[src/rtl/crsf_pkg.sv]
// ----------------------------------------------------------------------------
// crsf_pkg
// shared types, constants and the crc-8 byte step for the rc frame parser
// ----------------------------------------------------------------------------
package crsf_pkg;

	// register indexes of the configuration port
	typedef enum logic [0:0] {
		REG_SYNC_BYTE     = 1'b0,
		REG_RC_FRAME_TYPE = 1'b1
	} reg_idx_t;

	// result kinds
	typedef enum logic [1:0] {
		KIND_CHANNEL = 2'd0,
		KIND_LEN_ERR = 2'd1,
		KIND_CRC_ERR = 2'd2
	} kind_t;

	// sequencer states
	typedef enum logic [2:0] {
		ST_RX,
		ST_FETCH,
		ST_LOAD,
		ST_CONV,
		ST_WAIT
	} state_t;

	localparam logic [7:0]  SYNC_RESET    = 8'hC8;
	localparam logic [7:0]  RC_TYPE_RESET = 8'h16;
	localparam logic [7:0]  CRC_POLY      = 8'hD5;
	localparam int          RC_PAYLOAD_LEN = 22;
	localparam int          PAYLOAD_BASE  = 3;
	localparam int          NUM_CH        = 16;
	localparam int          CH_BITS       = 11;

	// pulse conversion: 1000 + floor((raw - 172) * 1000 / 1639)
	localparam logic [10:0] RAW_LOW       = 11'd172;
	localparam logic [10:0] RAW_HIGH      = 11'd1811;
	localparam logic [10:0] PULSE_MIN     = 11'd1000;
	localparam logic [10:0] PULSE_MAX     = 11'd2000;
	// ceil(2^22 * 1000 / 1639), exact floor for every 11-bit difference
	localparam logic [21:0] RECIP_MUL     = 22'd2559063;
	localparam int          RECIP_SHIFT   = 22;

	// one byte through the msb-first crc-8 register
	function automatic logic [7:0] crc8_step(input logic [7:0] crc, input logic [7:0] b);
		logic [7:0] c;
		c = crc ^ b;
		for (int i = 0; i < 8; i++) begin
			c = c[7] ? ((c << 1) ^ CRC_POLY) : (c << 1);
		end
		return c;
	endfunction

endpackage

[src/rtl/crsf_rc_frame_parser_unit.sv]
// ----------------------------------------------------------------------------
// crsf_rc_frame_parser_unit
// rc channel frame parser: sync hunt, length check, crc-8 (0xd5), unpacking
// of sixteen 11-bit channels into microsecond pulse widths
// ----------------------------------------------------------------------------
//
//  channel  beat                         handshake
//  -------  ---------------------------  -------------------------------
//  in       rx_byte                      in_valid / in_stall
//  out      kind channel pulse_us last   out_valid / out_stall
//           good_frames bad_frames
//           bytes_seen
//  cfg      cfg_idx cfg_wdata            cfg_we, no wait, no read-back
//
//  one byte a cycle while receiving and not stalled; the crc runs a byte per cycle alongside
//  after a good rc frame the payload is read back from the frame ram through
//  its single read port, 22 reads for 16 channels, and each channel passes
//  the one-deep converter, while input is stalled
//  error beats leave in the cycle after the offending byte
//  no clearing pass after reset; the frame ram is only read where written
//  a full, stalled output register stalls input and the unpack sequencer
//
module crsf_rc_frame_parser_unit #(
	parameter int FRAME_MAX = 64
) (
	input  logic        clk,
	input  logic        arst_n,
	// configuration
	input  logic        cfg_we,
	input  logic [0:0]  cfg_idx,
	input  logic [7:0]  cfg_wdata,
	// byte input
	input  logic        in_valid,
	output logic        in_stall,
	input  logic [7:0]  rx_byte,
	// results
	output logic        out_valid,
	input  logic        out_stall,
	output logic [1:0]  kind,
	output logic [4:0]  channel,
	output logic [10:0] pulse_us,
	output logic        last,
	output logic [31:0] good_frames,
	output logic [31:0] bad_frames,
	output logic [31:0] bytes_seen
);

	localparam int AW = $clog2(FRAME_MAX);
	localparam int FW = $clog2(FRAME_MAX + 1);

	crsf_pkg::state_t state_q, state_n;

	// configuration registers
	logic [7:0]  sync_q;
	logic [7:0]  rc_type_q;

	// frame receive state
	logic          in_frame_q;
	logic [FW-1:0] fill_q;
	logic [FW-1:0] fill_n;
	logic [7:0]    len_q;
	logic [7:0]    type_q;
	logic [7:0]    crc_q;

	// counters, and their values after this cycle
	logic [31:0] good_q, bad_q, bytes_q;
	logic [31:0] good_n, bad_n, bytes_n;

	// unpack sequencer
	logic [4:0]  idx_q;
	logic [4:0]  nbits_q;
	logic [17:0] acc_q;
	logic [4:0]  ch_q;

	// output register
	logic        out_valid_q;
	logic        out_free;
	logic [1:0]  kind_q;
	logic [4:0]  channel_q;
	logic [10:0] pulse_q;
	logic        last_q;
	logic [31:0] good_out_q, bad_out_q, bytes_out_q;

	// byte decode
	logic       in_acc;
	logic       hit_sync;
	logic       at_len;
	logic       at_end;
	logic       len_bad;
	logic       crc_ok;
	logic       rc_good;
	logic       err_load;
	logic       unpack_start;
	crsf_pkg::kind_t err_kind;

	// ram and converter hookup
	logic          ram_we;
	logic [AW-1:0] ram_waddr;
	logic          ram_re;
	logic [AW-1:0] ram_raddr;
	logic [7:0]    ram_rdata;
	logic          conv_go;
	logic          conv_take;
	logic          conv_busy;
	logic [10:0]   conv_pulse;

	// ------------------------------------------------------------------
	// configuration
	// ------------------------------------------------------------------
	always_ff @(posedge clk or negedge arst_n) begin
		if (!arst_n) begin
			sync_q    <= crsf_pkg::SYNC_RESET;
			rc_type_q <= crsf_pkg::RC_TYPE_RESET;
		end else if (cfg_we) begin
			unique case (cfg_idx)
				crsf_pkg::REG_SYNC_BYTE:     sync_q    <= cfg_wdata;
				crsf_pkg::REG_RC_FRAME_TYPE: rc_type_q <= cfg_wdata;
				default: ;
			endcase
		end
	end

	// ------------------------------------------------------------------
	// byte decode
	// ------------------------------------------------------------------
	assign out_free = !out_valid_q || !out_stall;
	assign in_acc   = in_valid && !in_stall;
	assign hit_sync = (rx_byte == sync_q);
	assign fill_n   = fill_q + FW'(1);
	// second byte of the frame carries the length
	assign at_len   = (fill_q == FW'(1));
	// no wrap: 254 and 255 fail as well
	assign len_bad  = (rx_byte < 8'd2) || ((10'(rx_byte) + 10'd2) > 10'(FRAME_MAX));
	assign at_end   = (10'(fill_n) == (10'(len_q) + 10'd2));
	// last byte of the frame is the crc over type and payload
	assign crc_ok   = (rx_byte == crc_q);
	assign rc_good  = (type_q == rc_type_q) &&
	                  (len_q == 8'(crsf_pkg::RC_PAYLOAD_LEN + 2));

	assign err_load = in_acc && in_frame_q &&
	                  ((at_len && len_bad) || (!at_len && at_end && !crc_ok));
	assign err_kind = at_len ? crsf_pkg::KIND_LEN_ERR : crsf_pkg::KIND_CRC_ERR;
	assign unpack_start = in_acc && in_frame_q && !at_len && at_end && crc_ok && rc_good;

	assign bytes_n = in_acc ? bytes_q + 32'd1 : bytes_q;
	assign bad_n   = err_load ? bad_q + 32'd1 : bad_q;
	assign good_n  = unpack_start ? good_q + 32'd1 : good_q;

	always_ff @(posedge clk or negedge arst_n) begin
		if (!arst_n) begin
			in_frame_q <= 1'b0;
			fill_q     <= '0;
			good_q     <= '0;
			bad_q      <= '0;
			bytes_q    <= '0;
		end else begin
			good_q  <= good_n;
			bad_q   <= bad_n;
			bytes_q <= bytes_n;
			if (in_acc) begin
				if (!in_frame_q) begin
					if (hit_sync) begin
						in_frame_q <= 1'b1;
						fill_q     <= FW'(1);
					end
				end else if (at_len) begin
					if (len_bad) begin
						in_frame_q <= 1'b0;
						fill_q     <= '0;
					end else begin
						fill_q <= fill_n;
					end
				end else if (!at_end) begin
					fill_q <= fill_n;
				end else begin
					in_frame_q <= 1'b0;
					fill_q     <= '0;
				end
			end
		end
	end

	// length, type and running crc
	always_ff @(posedge clk) begin
		if (in_acc && in_frame_q) begin
			if (at_len) begin
				len_q <= rx_byte;
				crc_q <= '0;
			end else if (!at_end) begin
				crc_q <= crsf_pkg::crc8_step(crc_q, rx_byte);
				if (fill_q == FW'(2)) begin
					type_q <= rx_byte;
				end
			end
		end
	end

	// ------------------------------------------------------------------
	// frame ram
	// ------------------------------------------------------------------
	assign ram_we    = in_acc && (in_frame_q || hit_sync);
	assign ram_waddr = in_frame_q ? fill_q[AW-1:0] : '0;
	assign ram_raddr = AW'(idx_q + 5'(crsf_pkg::PAYLOAD_BASE));

	crsf_ram #(
		.WIDTH (8),
		.DEPTH (FRAME_MAX)
	) u_frame_ram (
		.clk   (clk),
		.we    (ram_we),
		.waddr (ram_waddr),
		.wdata (rx_byte),
		.re    (ram_re),
		.raddr (ram_raddr),
		.rdata (ram_rdata)
	);

	// ------------------------------------------------------------------
	// unpack sequencer
	// ------------------------------------------------------------------
	always_comb begin
		state_n = state_q;
		unique case (state_q)
			crsf_pkg::ST_RX: begin
				if (unpack_start) state_n = crsf_pkg::ST_FETCH;
			end
			crsf_pkg::ST_FETCH: state_n = crsf_pkg::ST_LOAD;
			crsf_pkg::ST_LOAD: begin
				// eight more bits arrive this cycle
				state_n = (nbits_q >= 5'd3) ? crsf_pkg::ST_CONV : crsf_pkg::ST_FETCH;
			end
			crsf_pkg::ST_CONV: state_n = crsf_pkg::ST_WAIT;
			crsf_pkg::ST_WAIT: begin
				if (conv_take) begin
					priority if (ch_q == 5'(crsf_pkg::NUM_CH)) state_n = crsf_pkg::ST_RX;
					else if (nbits_q >= 5'(crsf_pkg::CH_BITS)) state_n = crsf_pkg::ST_CONV;
					else state_n = crsf_pkg::ST_FETCH;
				end
			end
			default: state_n = crsf_pkg::ST_RX;
		endcase
	end

	always_comb begin
		in_stall  = !((state_q == crsf_pkg::ST_RX) && out_free);
		ram_re    = (state_q == crsf_pkg::ST_FETCH);
		conv_go   = (state_q == crsf_pkg::ST_CONV);
		conv_take = (state_q == crsf_pkg::ST_WAIT) && conv_busy && out_free;
	end

	always_ff @(posedge clk or negedge arst_n) begin
		if (!arst_n) begin
			state_q <= crsf_pkg::ST_RX;
			idx_q   <= '0;
			nbits_q <= '0;
			ch_q    <= '0;
		end else begin
			state_q <= state_n;
			if (unpack_start) begin
				idx_q   <= '0;
				nbits_q <= '0;
				ch_q    <= '0;
			end else if (state_q == crsf_pkg::ST_FETCH) begin
				idx_q <= idx_q + 5'd1;
			end else if (state_q == crsf_pkg::ST_LOAD) begin
				nbits_q <= nbits_q + 5'd8;
			end else if (conv_go) begin
				nbits_q <= nbits_q - 5'(crsf_pkg::CH_BITS);
				ch_q    <= ch_q + 5'd1;
			end
		end
	end

	// lsb-first bit buffer
	always_ff @(posedge clk) begin
		if (unpack_start) begin
			acc_q <= '0;
		end else if (state_q == crsf_pkg::ST_LOAD) begin
			acc_q <= acc_q | (18'(ram_rdata) << nbits_q);
		end else if (conv_go) begin
			acc_q <= acc_q >> crsf_pkg::CH_BITS;
		end
	end

	crsf_conv u_conv (
		.clk    (clk),
		.arst_n (arst_n),
		.go     (conv_go),
		.raw    (acc_q[10:0]),
		.take   (conv_take),
		.busy   (conv_busy),
		.pulse  (conv_pulse)
	);

	// ------------------------------------------------------------------
	// output register
	// ------------------------------------------------------------------
	always_ff @(posedge clk or negedge arst_n) begin
		if (!arst_n) begin
			out_valid_q <= 1'b0;
		end else if (err_load || conv_take) begin
			out_valid_q <= 1'b1;
		end else if (!out_stall) begin
			out_valid_q <= 1'b0;
		end
	end

	// ch_q already counts the channel on its way, so it is the 1-based number
	always_ff @(posedge clk) begin
		if (err_load) begin
			kind_q    <= err_kind;
			channel_q <= '0;
			pulse_q   <= '0;
			last_q    <= 1'b1;
		end else if (conv_take) begin
			kind_q    <= crsf_pkg::KIND_CHANNEL;
			channel_q <= ch_q;
			pulse_q   <= conv_pulse;
			last_q    <= (ch_q == 5'(crsf_pkg::NUM_CH));
		end
		if (err_load || conv_take) begin
			good_out_q  <= good_n;
			bad_out_q   <= bad_n;
			bytes_out_q <= bytes_n;
		end
	end

	assign out_valid   = out_valid_q;
	assign kind        = kind_q;
	assign channel     = channel_q;
	assign pulse_us    = pulse_q;
	assign last        = last_q;
	assign good_frames = good_out_q;
	assign bad_frames  = bad_out_q;
	assign bytes_seen  = bytes_out_q;

	// ------------------------------------------------------------------
	// checks
	// ------------------------------------------------------------------
`ifndef SYNTH
	// a frame never runs past the end of the store
	a_fill_in_range: assert property (@(posedge clk) disable iff (!arst_n)
		in_frame_q |-> (32'(fill_q) < FRAME_MAX))
		else $error("fill index beyond frame store");

	// the last channel takes exactly the remaining eleven bits
	a_bits_used_up: assert property (@(posedge clk) disable iff (!arst_n)
		(conv_go && ch_q == 5'(crsf_pkg::NUM_CH - 1)) |-> (nbits_q == 5'(crsf_pkg::CH_BITS)))
		else $error("payload bits left over after last channel");

	// payload reads stay inside the 22 payload bytes
	a_read_in_payload: assert property (@(posedge clk) disable iff (!arst_n)
		ram_re |-> (idx_q < 5'(crsf_pkg::RC_PAYLOAD_LEN)))
		else $error("payload read beyond rc payload");

	// the converter only holds a value while the sequencer waits for it
	a_conv_owned: assert property (@(posedge clk) disable iff (!arst_n)
		conv_busy |-> (state_q == crsf_pkg::ST_WAIT))
		else $error("converter busy outside wait state");

	// no new byte is taken while a frame is being unpacked
	a_no_rx_in_unpack: assert property (@(posedge clk) disable iff (!arst_n)
		unpack_start |=> (state_q == crsf_pkg::ST_FETCH && !in_frame_q))
		else $error("unpack did not start cleanly");
`endif

endmodule

[src/rtl/crsf_ram.sv]
// ----------------------------------------------------------------------------
// crsf_ram
// generic simple dual-port ram, one write and one registered read port
// ----------------------------------------------------------------------------
module crsf_ram #(
	parameter int WIDTH = 8,
	parameter int DEPTH = 64
) (
	input  logic                     clk,
	input  logic                     we,
	input  logic [$clog2(DEPTH)-1:0] waddr,
	input  logic [WIDTH-1:0]         wdata,
	input  logic                     re,
	input  logic [$clog2(DEPTH)-1:0] raddr,
	output logic [WIDTH-1:0]         rdata
);

	logic [WIDTH-1:0] mem_q [DEPTH];

	always_ff @(posedge clk) begin
		if (we) begin
			mem_q[waddr] <= wdata;
		end
		if (re) begin
			rdata <= mem_q[raddr];
		end
	end

endmodule

[src/rtl/crsf_conv.sv]
// ----------------------------------------------------------------------------
// crsf_conv
// raw 11-bit channel to pulse width in microseconds, reciprocal multiply
// ----------------------------------------------------------------------------
module crsf_conv (
	input  logic        clk,
	input  logic        arst_n,
	input  logic        go,
	input  logic [10:0] raw,
	input  logic        take,
	output logic        busy,
	output logic [10:0] pulse
);

	logic        valid_s1;
	logic        lo_s1;
	logic        hi_s1;
	logic [10:0] q_s1;
	logic [10:0] diff;
	logic [32:0] prod;

	// difference is only used when raw lies inside the span
	assign diff = raw - crsf_pkg::RAW_LOW;
	assign prod = 33'(diff) * 33'(crsf_pkg::RECIP_MUL);

	always_ff @(posedge clk or negedge arst_n) begin
		if (!arst_n) begin
			valid_s1 <= 1'b0;
		end else if (go) begin
			valid_s1 <= 1'b1;
		end else if (take) begin
			valid_s1 <= 1'b0;
		end
	end

	always_ff @(posedge clk) begin
		if (go) begin
			lo_s1 <= (raw < crsf_pkg::RAW_LOW);
			hi_s1 <= (raw > crsf_pkg::RAW_HIGH);
			q_s1  <= prod[crsf_pkg::RECIP_SHIFT +: 11];
		end
	end

	assign busy  = valid_s1;
	assign pulse = lo_s1 ? crsf_pkg::PULSE_MIN :
	               hi_s1 ? crsf_pkg::PULSE_MAX :
	               11'(crsf_pkg::PULSE_MIN + q_s1);

endmodule
[config.mk]
export PLATFORM = sky130hd
export DESIGN_NAME = crsf_rc_frame_parser_unit
export DESIGN_NICKNAME = d
export VERILOG_FILES = /design/src/rtl/crsf_pkg.sv /design/src/rtl/crsf_rc_frame_parser_unit.sv /design/src/rtl/crsf_ram.sv /design/src/rtl/crsf_conv.sv
export SDC_FILE = /design/constraint.sdc
export NUM_CORES = 1
export LEC_CHECK = 0
export BUFFER_PORTS_ARGS = -buffer_cell sky130_fd_sc_hd__buf_4
export CAP_MARGIN = 10
export CORE_MARGIN = 2
export CORE_UTILIZATION = 45
export DETAILED_ROUTE_END_ITERATION = 10
export SLEW_MARGIN = 20
export SYNTH_ARGS = -nofsm -noshare
export SYNTH_HDL_FRONTEND = slang
export SYNTH_SLANG_ARGS = --single-unit
[constraint.sdc]
create_clock -name clk -period 6.35 [get_ports clk]
set_input_delay 0.635 -clock clk [delete_from_list [all_inputs] [get_ports clk]]
set_output_delay 0.635 -clock clk [all_outputs]
set_load 0.005 [all_outputs]
==> run summary, run 1 <==
Ys async rst share: 0.2090
Most frequent CP cell: ha_1
GR Overflow Total: 0
RSZ-0062 raised after global routing: no
Antenna violations before repair: 1
Vias in the first global route: 18280
Leak Pwr: 0.01371 uW
Number of synthesized flops with an enable pin: 495
Final WS setup: 0.3349 ns
Antenna-violating nets left: 0
CTS tree: done
First-pass GRT wire length: 106700 um
Post-Synthesis Cells: 2109
Root Buffer: clkbuf_16
Via count: 17641
Later-pin clock latency in the skew report: 0.62 ns
Chip width: 265.6 um
Drt total wl: 68510 um
Final Wtd Congestion: 0.8577
Syn_nets: 2306
H-tree levels: 3
Relative slew slack: 0.2823
Total number of yosys warnings: 0
DP HPWL: 46020 um
Peak supply drop: 0.0003131 V
Tcrit/Tclk final: 0.9473
Slew @ Worst Pin: 1.077 ns
Remaining DRCs: 0
Fmax: 166.2 MHz
# diodes: 0
Top post-synthesis cells by area: edfxtp_1, dfrtp_1, mux4_2
I/O pin count: 139
Via-to-Cell Ratio: 5.501
Total power: 9538 uW
Fillers: 5569
Core footprint: 67510 um2
Synth top area share: 0.4827
Largest area contributor in the netlist: edfxtp_1
Hold Slack: 0.1385 ns
Crit start category: register
Clock sink total: 670
Max Cap Viol: 0
DRT Pass-1 Iters: 5
Synth cell count leaders: edfxtp_1, nor2_1, inv_1, dfrtp_1, xnor2_1
Register area share after synthesis: 0.6195
Max incr delay on CP: 0.62 ns
Worst-path fanout max: 5
Synth cell types: 73
Cell row count: 95
Slew Limit Fails: 0
Global-route usage over all layers: 0.1967
Area after DPL: 32860 um2
Yosys reg bits: 670
I/O Buffers: 138
Initial core utilization: 0.4561
Count leader, synth: edfxtp_1
Crit Path Class: reg -> reg
Largest net degree at the start of global routing: 91
Share of post-route cells with drive strength above 1: 0.1859
Clock-pin slew on the worst setup and hold paths: 0.06 ns
Critical path, cell by cell: ha_1, o21ai_1, inv_1, o21ai_1, nand2_1, xor2_1, buf_4, xnor2_1, ha_1, or2_2, fa_1, ha_1, inv_1, fa_1, inv_1, fa_1, ha_1, and3_1, nor3b_1, a211oi_2, a31oi_2, or4b_2, nand3_1
Layout net count: 2471
Final hold vios: 0
CTS Buf Count: 73
Final clock skew: 0.02797 ns
Final Instance Area: 35290 um2
Final Critical Period: 6.015 ns
Post-place setup slack: 0.0006128 ns
Pwr per Cell Area: 270.3 nW/um2
Die area: 70540 um2
Area grow syn2layout: 14.59%
Final-report setup violation count: 0
Fin Setup TNS: 0 ns
Avg Cell Area, Syn: 14.60 um2
Status: finished, final reports clean
Drt initial violations: 1254
Mapped cell area: 30790 um2
Main flop type after synthesis: edfxtp_1
Chip height: 265.6 um
Data required, critical path: 6.82 ns
Critical path's slowest cell: or4b_2
Worst Path Arrival: 6.48 ns
Worst Hold Class: in -> async
# hold bufs at CTS: 0
CP Capture Type: register
Clk buf depth: 3
Avg WL per Cell: 21.36 um
-- kinds of logic (layout without fill, tap and decap cells) --
kind of cell | Yosys count | in the layout | synth area share
AO/OA/AOI/OAI | 175 | 175 | 0.03742
flip-flops | 670 | 670 | 0.6195
AND/OR/NAND/NOR | 538 | 538 | 0.08643
adder cells (fa/ha/maj) | 175 | 175 | 0.08330
buffers and inverters | 215 | 440 | 0.02747
XOR/XNOR | 182 | 182 | 0.05177
multiplexers | 154 | 154 | 0.09411
-- repair_timing --
item | 4_1_cts | 5_1_grt
buffers inserted | 0 | 1
pin swaps | 0 | 2
gates cloned | 0 | 0
resized for setup | 1 | 8
endpoints found under the setup margin | 1 | 6
-- state kept, by name, indices dropped and copies added, names as in the netlist, 18 cells and up --
signal,count
u_frame_ram.mem_q,352
bad_q,32
acc_q,18
bad_frames,32
bytes_q,32
good_frames,32
good_q,32
bytes_seen,32
-- power breakdown --
part	internal, uW	total [uW]	switching, uW
sequential	4810	4890	82.8
combinational	177	476	299
clock	2440	4170	1730
-- final timing paths --
check	from	end	slack [ns]	cells after the start
setup / recovery	acc_q[2]	u_conv.q_s1[4]	0.33	23
hold / removal	arst_n	good_q[2]	0.14	1
setup reg to reg	acc_q[2]	u_conv.q_s1[4]	0.33	23
min in group clk	cfg_wdata[7]	rc_type_q[7]	0.27	2
max in group asynchronous	arst_n	idx_q[0]	4.85	2
hold reg to reg	channel[2]	channel[2]	0.46	2
-- cell type report --
cell class	instances	area, um2	share of cell area
clock buffer	97	2001	0.05670
clock inverter	38	372.9	0.01057
inverter	140	525.5	0.01489
multi-input combinational	1224	10960	0.3106
sequential	670	19080	0.5407
tap	873	1092	0.03096
timing repair buffer	165	1255	0.03557
-- through the flow --
step           std cells    util
4_1_cts             3206  0.5220
3_3_place_gp        3071  0.4867
3_5_place_dp        3071  0.4868
5_1_grt             3207  0.5226
6_report            3207  0.5226
2_1_floorplan       2109       -
-- critical path: cells and delay by family, from the launching register on --
kind / cells / cell delay (ns)
DFF: 1 / 0.31
xor gates and xnor gates: 2 / 0.31
adders and majority gates: 7 / 2.54
AOI/OAI and AO/OA: 4 / 0.86
and+or+nand+nor: 6 / 1.49
buffers and inverters: 4 / 0.35
-- layer usage --
layer  global-route usage  wire, um
met1               0.2655     30080
met2               0.3298     33630
met3              0.03583      3212
met4              0.05208      1581
met5                    0         0
-- cells in the final DEF, fill, tap and decap left out, drive strengths merged, types with 24 or more instances in the layout --
master	instances
a21oi	46
and3	29
buf	165
clkbuf	97
clkinv	31
dfrtp	134
dfxtp	35
edfxtp	495
fa	50
ha	125
inv	140
mux2	24
mux2i	24
mux4	106
nand2	117
nand3	64
nand4	53
nor2	156
nor3	30
o21ai	39
xnor2	127
xor2	55
No activity file was read; power rests on OpenSTA's default activity.
==> run 2, diff against run 1 <==
--- a/config.mk
+++ b/config.mk
@@ -13,4 +13,5 @@
 export SLEW_MARGIN = 20
 export SYNTH_ARGS = -nofsm -noshare
 export SYNTH_HDL_FRONTEND = slang
+export SYNTH_HIERARCHICAL = 1
 export SYNTH_SLANG_ARGS = --single-unit
==> run 2 against run 1 <==
Effect of this change:
- sequential power rose by 27%
- clock power rose by 13%
- critical path depth did not move
- non-clock buffer count rose by 6
- critical endpoint is now u_conv/q_s1[8]
- critical path type unchanged
- design area rose by 20%
- combinational power rose to 7.8 times the previous value
- clock skew rose by 0.013 ns
- synthesized cell count rose by 17%
- first-iteration DRC count rose by 27%
- die area rose by 21%
- clock-buffer cell count rose by 26
==> run summary, run 2 <==
Status: finished, final reports clean (unchanged)
Top reg by flops: u_frame_ram/mem_q (was u_frame_ram.mem_q)
CTS Buf Count: 86 (was 73)
Slew @ Worst Pin: 1.129 ns (was 1.077 ns)
Remaining DRCs: 0 (unchanged)
Slew Limit Fails: 0 (unchanged)
Switching power: 4377 uW (was 2111 uW)
Crit Path Class: reg -> reg (unchanged)
Area grow syn2layout: 12.97% (was 14.59%)
Chip height: 292.4 um (was 265.6 um)
Combinational share of power: 0.253 (was 0.050)
Clk buf depth: 3 (unchanged)
Clock sink total: 830 (was 670)
Count leader, synth: edfxtp_1 (unchanged)
RSZ-0062 raised after global routing: no (unchanged)
Global-route usage over all layers: 0.1959 (was 0.1967)
Max Cap Viol: 0 (unchanged)
Final Critical Period: 5.870 ns (was 6.015 ns)
Grt met1 use: 0.2738 (was 0.2655)
GR Util met3: 0.03460 (was 0.03583)
Delay-heaviest family, CP: adder cells (unchanged)
Drt initial violations: 1590 (was 1254)
Layout net count: 2848 (was 2471)
Crit start category: register (unchanged)
Fillers: 6857 (was 5569)
Max FFs per register: 512 (was 352)
Final Wtd Congestion: 0.8801 (was 0.8577)
Total power: 14630 uW (was 9538 uW)
Final-report setup violation count: 0 (unchanged)
Internal cell power: 10260 uW (was 7428 uW)
I/O pin count: 139 (unchanged)
Top post-synthesis cells by area: edfxtp_1, dfrtp_1, mux4_2 (unchanged)
Data required, critical path: 6.73 ns (was 6.82 ns)
I/O Buffers: 138 (unchanged)
Syn_nets: 2677 (was 2306)
Leak Pwr: 0.01552 uW (was 0.01371 uW)
Met2 usage: 0.3171 (was 0.3298)
Die area: 85520 um2 (was 70540 um2)
Post-place setup slack: 0.3104 ns (was 0.0006128 ns)
Chip width: 292.4 um (was 265.6 um)
Share of post-route cells with drive strength above 1: 0.1786 (was 0.1859)
Drt total wl: 83950 um (was 68510 um)
GR Overflow Total: 0 (unchanged)
Ys async rst share: 0.1687 (was 0.2090)
Fin Setup TNS: 0 ns (unchanged)
Main flop type after synthesis: edfxtp_1 (unchanged)
Core footprint: 82240 um2 (was 67510 um2)
Via-to-Cell Ratio: 5.597 (was 5.501)
Via count: 21186 (was 17641)
Pwr per Cell Area: 346.0 nW/um2 (was 270.3 nW/um2)
Antenna-violating nets left: 0 (unchanged)
Synth cell types: 87 (was 73)
Most frequent CP cell: inv_1 (was ha_1)
Mapped cell area: 37440 um2 (was 30790 um2)
CTS tree: done (unchanged)
CP Buf/Inv Count: 5 (was 4)
Yosys reg bits: 830 (was 670)
Total number of yosys warnings: 6 (was 0)
Worst Path Arrival: 6.25 ns (was 6.48 ns)
Final WS setup: 0.4798 ns (was 0.3349 ns)
First-pass GRT wire length: 128700 um (was 106700 um)
Initial core utilization: 0.4553 (was 0.4561)
Final clock skew: 0.04073 ns (was 0.02797 ns)
Fraction of power consumed by the clock network: 0.321 (was 0.437)
Commonest cells after routing, fill and taps aside: edfxtp_1, nor2_1, buf_4 (was edfxtp_1, buf_4, nor2_1)
Part of the power in registers: 0.426 (was 0.513)
# diodes: 0 (unchanged)
Synth top area share: 0.5253 (was 0.4827)
Antenna violations before repair: 2 (was 1)
Vias in the first global route: 21573 (was 18280)
CP Capture Type: register (unchanged)
Relative slew slack: 0.2449 (was 0.2823)
Tcrit/Tclk final: 0.9244 (was 0.9473)
Root Buffer: clkbuf_16 (unchanged)
Max incr delay on CP: 0.55 ns (was 0.62 ns)
DP HPWL: 55820 um (was 46020 um)
Clock-pin slew on the worst setup and hold paths: 0.06 ns (about the same)
Critical path, cell by cell: ha_1, o21ai_0, nand2b_1, nand2_1, nand2_1, xor2_2, inv_1, ha_1, fa_1, inv_1, fa_1, inv_1, fa_1, inv_1, fa_1, inv_1, ha_1, a21oi_1, o21ai_0, a211oi_1, o21ai_0, a211oi_1, xnor2_1 (was ha_1, o21ai_1, inv_1, o21ai_1, nand2_1, xor2_1, buf_4, xnor2_1, ha_1, or2_2, fa_1, ha_1, inv_1, fa_1, inv_1, fa_1, ha_1, and3_1, nor3b_1, a211oi_2, a31oi_2, or4b_2, nand3_1)
Commonest non-fill, non-tap cell in the layout: edfxtp_1 (unchanged)
Final Non-Filler Cells: 3785 (was 3207)
Cells after DPL: 3629 (was 3071)
Largest area contributor in the netlist: edfxtp_1 (unchanged)
Cell row count: 105 (was 95)
Register area share after synthesis: 0.6378 (was 0.6195)
H-tree levels: 3 (unchanged)
Sw frac: 0.2991 (was 0.2213)
Peak supply drop: 0.0004096 V (was 0.0003131 V)
Post-Synthesis Cells: 2478 (was 2109)
GRT Max-Usage Layer: met2 (unchanged)
Avg Cell Area, Syn: 15.11 um2 (was 14.60 um2)
Worst Hold Class: in -> reg (was in -> async)
DRT Pass-1 Iters: 5 (unchanged)
Critical path's slowest cell: fa_1 (was or4b_2)
Post-CTS Setup Inserts: 0 (unchanged)
Fmax: 170.4 MHz (was 166.2 MHz)
Largest net degree at the start of global routing: 72 (was 91)
Avg WL per Cell: 22.18 um (was 21.36 um)
Final hold vios: 0 (unchanged)
Later-pin clock latency in the skew report: 0.65 ns (was 0.62 ns)
Worst-path fanout max: 4 (was 5)
Number of synthesized flops with an enable pin: 655 (was 495)
Synth cell count leaders: edfxtp_1, nor2_1, nand2_1, dfrtp_1, inv_1 (was edfxtp_1, nor2_1, inv_1, dfrtp_1, xnor2_1)
[run 2: changes by cell type after synthesis, sizes merged, moves of 9 or more]
cell	previous run	this run
mux4	106	128
nor3	30	45
nor2	156	178
and3	29	18
nand2	117	154
buf	27	48
a21oi	46	64
edfxtp	495	655
nor2b	11	20
mux2i	24	34
mux2	24	35
o21ai	39	50
[run 2: layer usage]
metal | routed length (um) | up-vias
li1 | - | 9657
met1 | 36850 | 10774
met5 | 10 | -
met2 | 40290 | 632
met3 | 4826 | 121
met4 | 1974 | 2
[run 2: repair_timing]
item / in CTS / in global routing
hold buffers: 1 / 0
gates resized for setup: 0 / 1
endpoints found under the hold margin: 9 / 0
setup endpoints to repair: 0 / 1
[run 2: worst paths after layout]
check / slack [ns] / to / start / cells past startpoint
setup / recovery: 0.48 / u_conv/q_s1[8] / acc_q[2] / 23
hold / removal: 0.25 / rc_type_q[4] / cfg_wdata[4] / 2
setup reg to reg: 0.48 / u_conv/q_s1[8] / acc_q[2] / 23
hold reg to reg: 0.46 / pulse_us[5] / pulse_us[5] / 2
max in group asynchronous: 4.35 / idx_q[3] / arst_n / 3
min in group asynchronous: 0.57 / good_q[8] / arst_n / 2
[run 2: final cells by class]
type / count / area [um2] / share of cell area
inverters: 136 / 520.5 / 0.01231
repair buffers: 171 / 1294 / 0.03059
well taps: 1070 / 1339 / 0.03165
clock inverters: 31 / 264.0 / 0.006242
flip-flops and latches: 830 / 23880 / 0.5646
clock buffers: 123 / 2344 / 0.05541
multi-input cells: 1424 / 12650 / 0.2992
[run 2: cells by family (layout without fill, tap and decap cells)]
family	count (synthesis)	count (layout)	synth area share
XOR/XNOR	181	181	0.04344
multiplexers	197	197	0.09661
AND/OR/NAND/NOR	637	637	0.08478
adder cells (fa/ha/maj)	177	177	0.06958
buffers and inverters	224	461	0.02630
AO/OA/AOI/OAI	232	232	0.04147
flip-flops	830	830	0.6378
[run 2: through the flow]
stage          utilization  area [um2]  hold WS, ns
6_report            0.5143       42300       0.2475
5_1_grt             0.5143       42300       0.2256
4_1_cts             0.5139       42260       0.2191
3_5_place_dp        0.4821       39650       0.4479
3_3_place_gp        0.4820       39640       0.4466
2_1_floorplan            -       37440       0.3394
[run 2: power groups by stage]
stage	clock network (uW)	registers, uW	logic (uW)
5_1_grt	5030	6240	3940
3_5_place_dp	0	6340	3700
2_1_floorplan	0	6310	2580
3_3_place_gp	0	6330	3670
4_1_cts	4810	6230	3720
6_report	4700	6230	3700
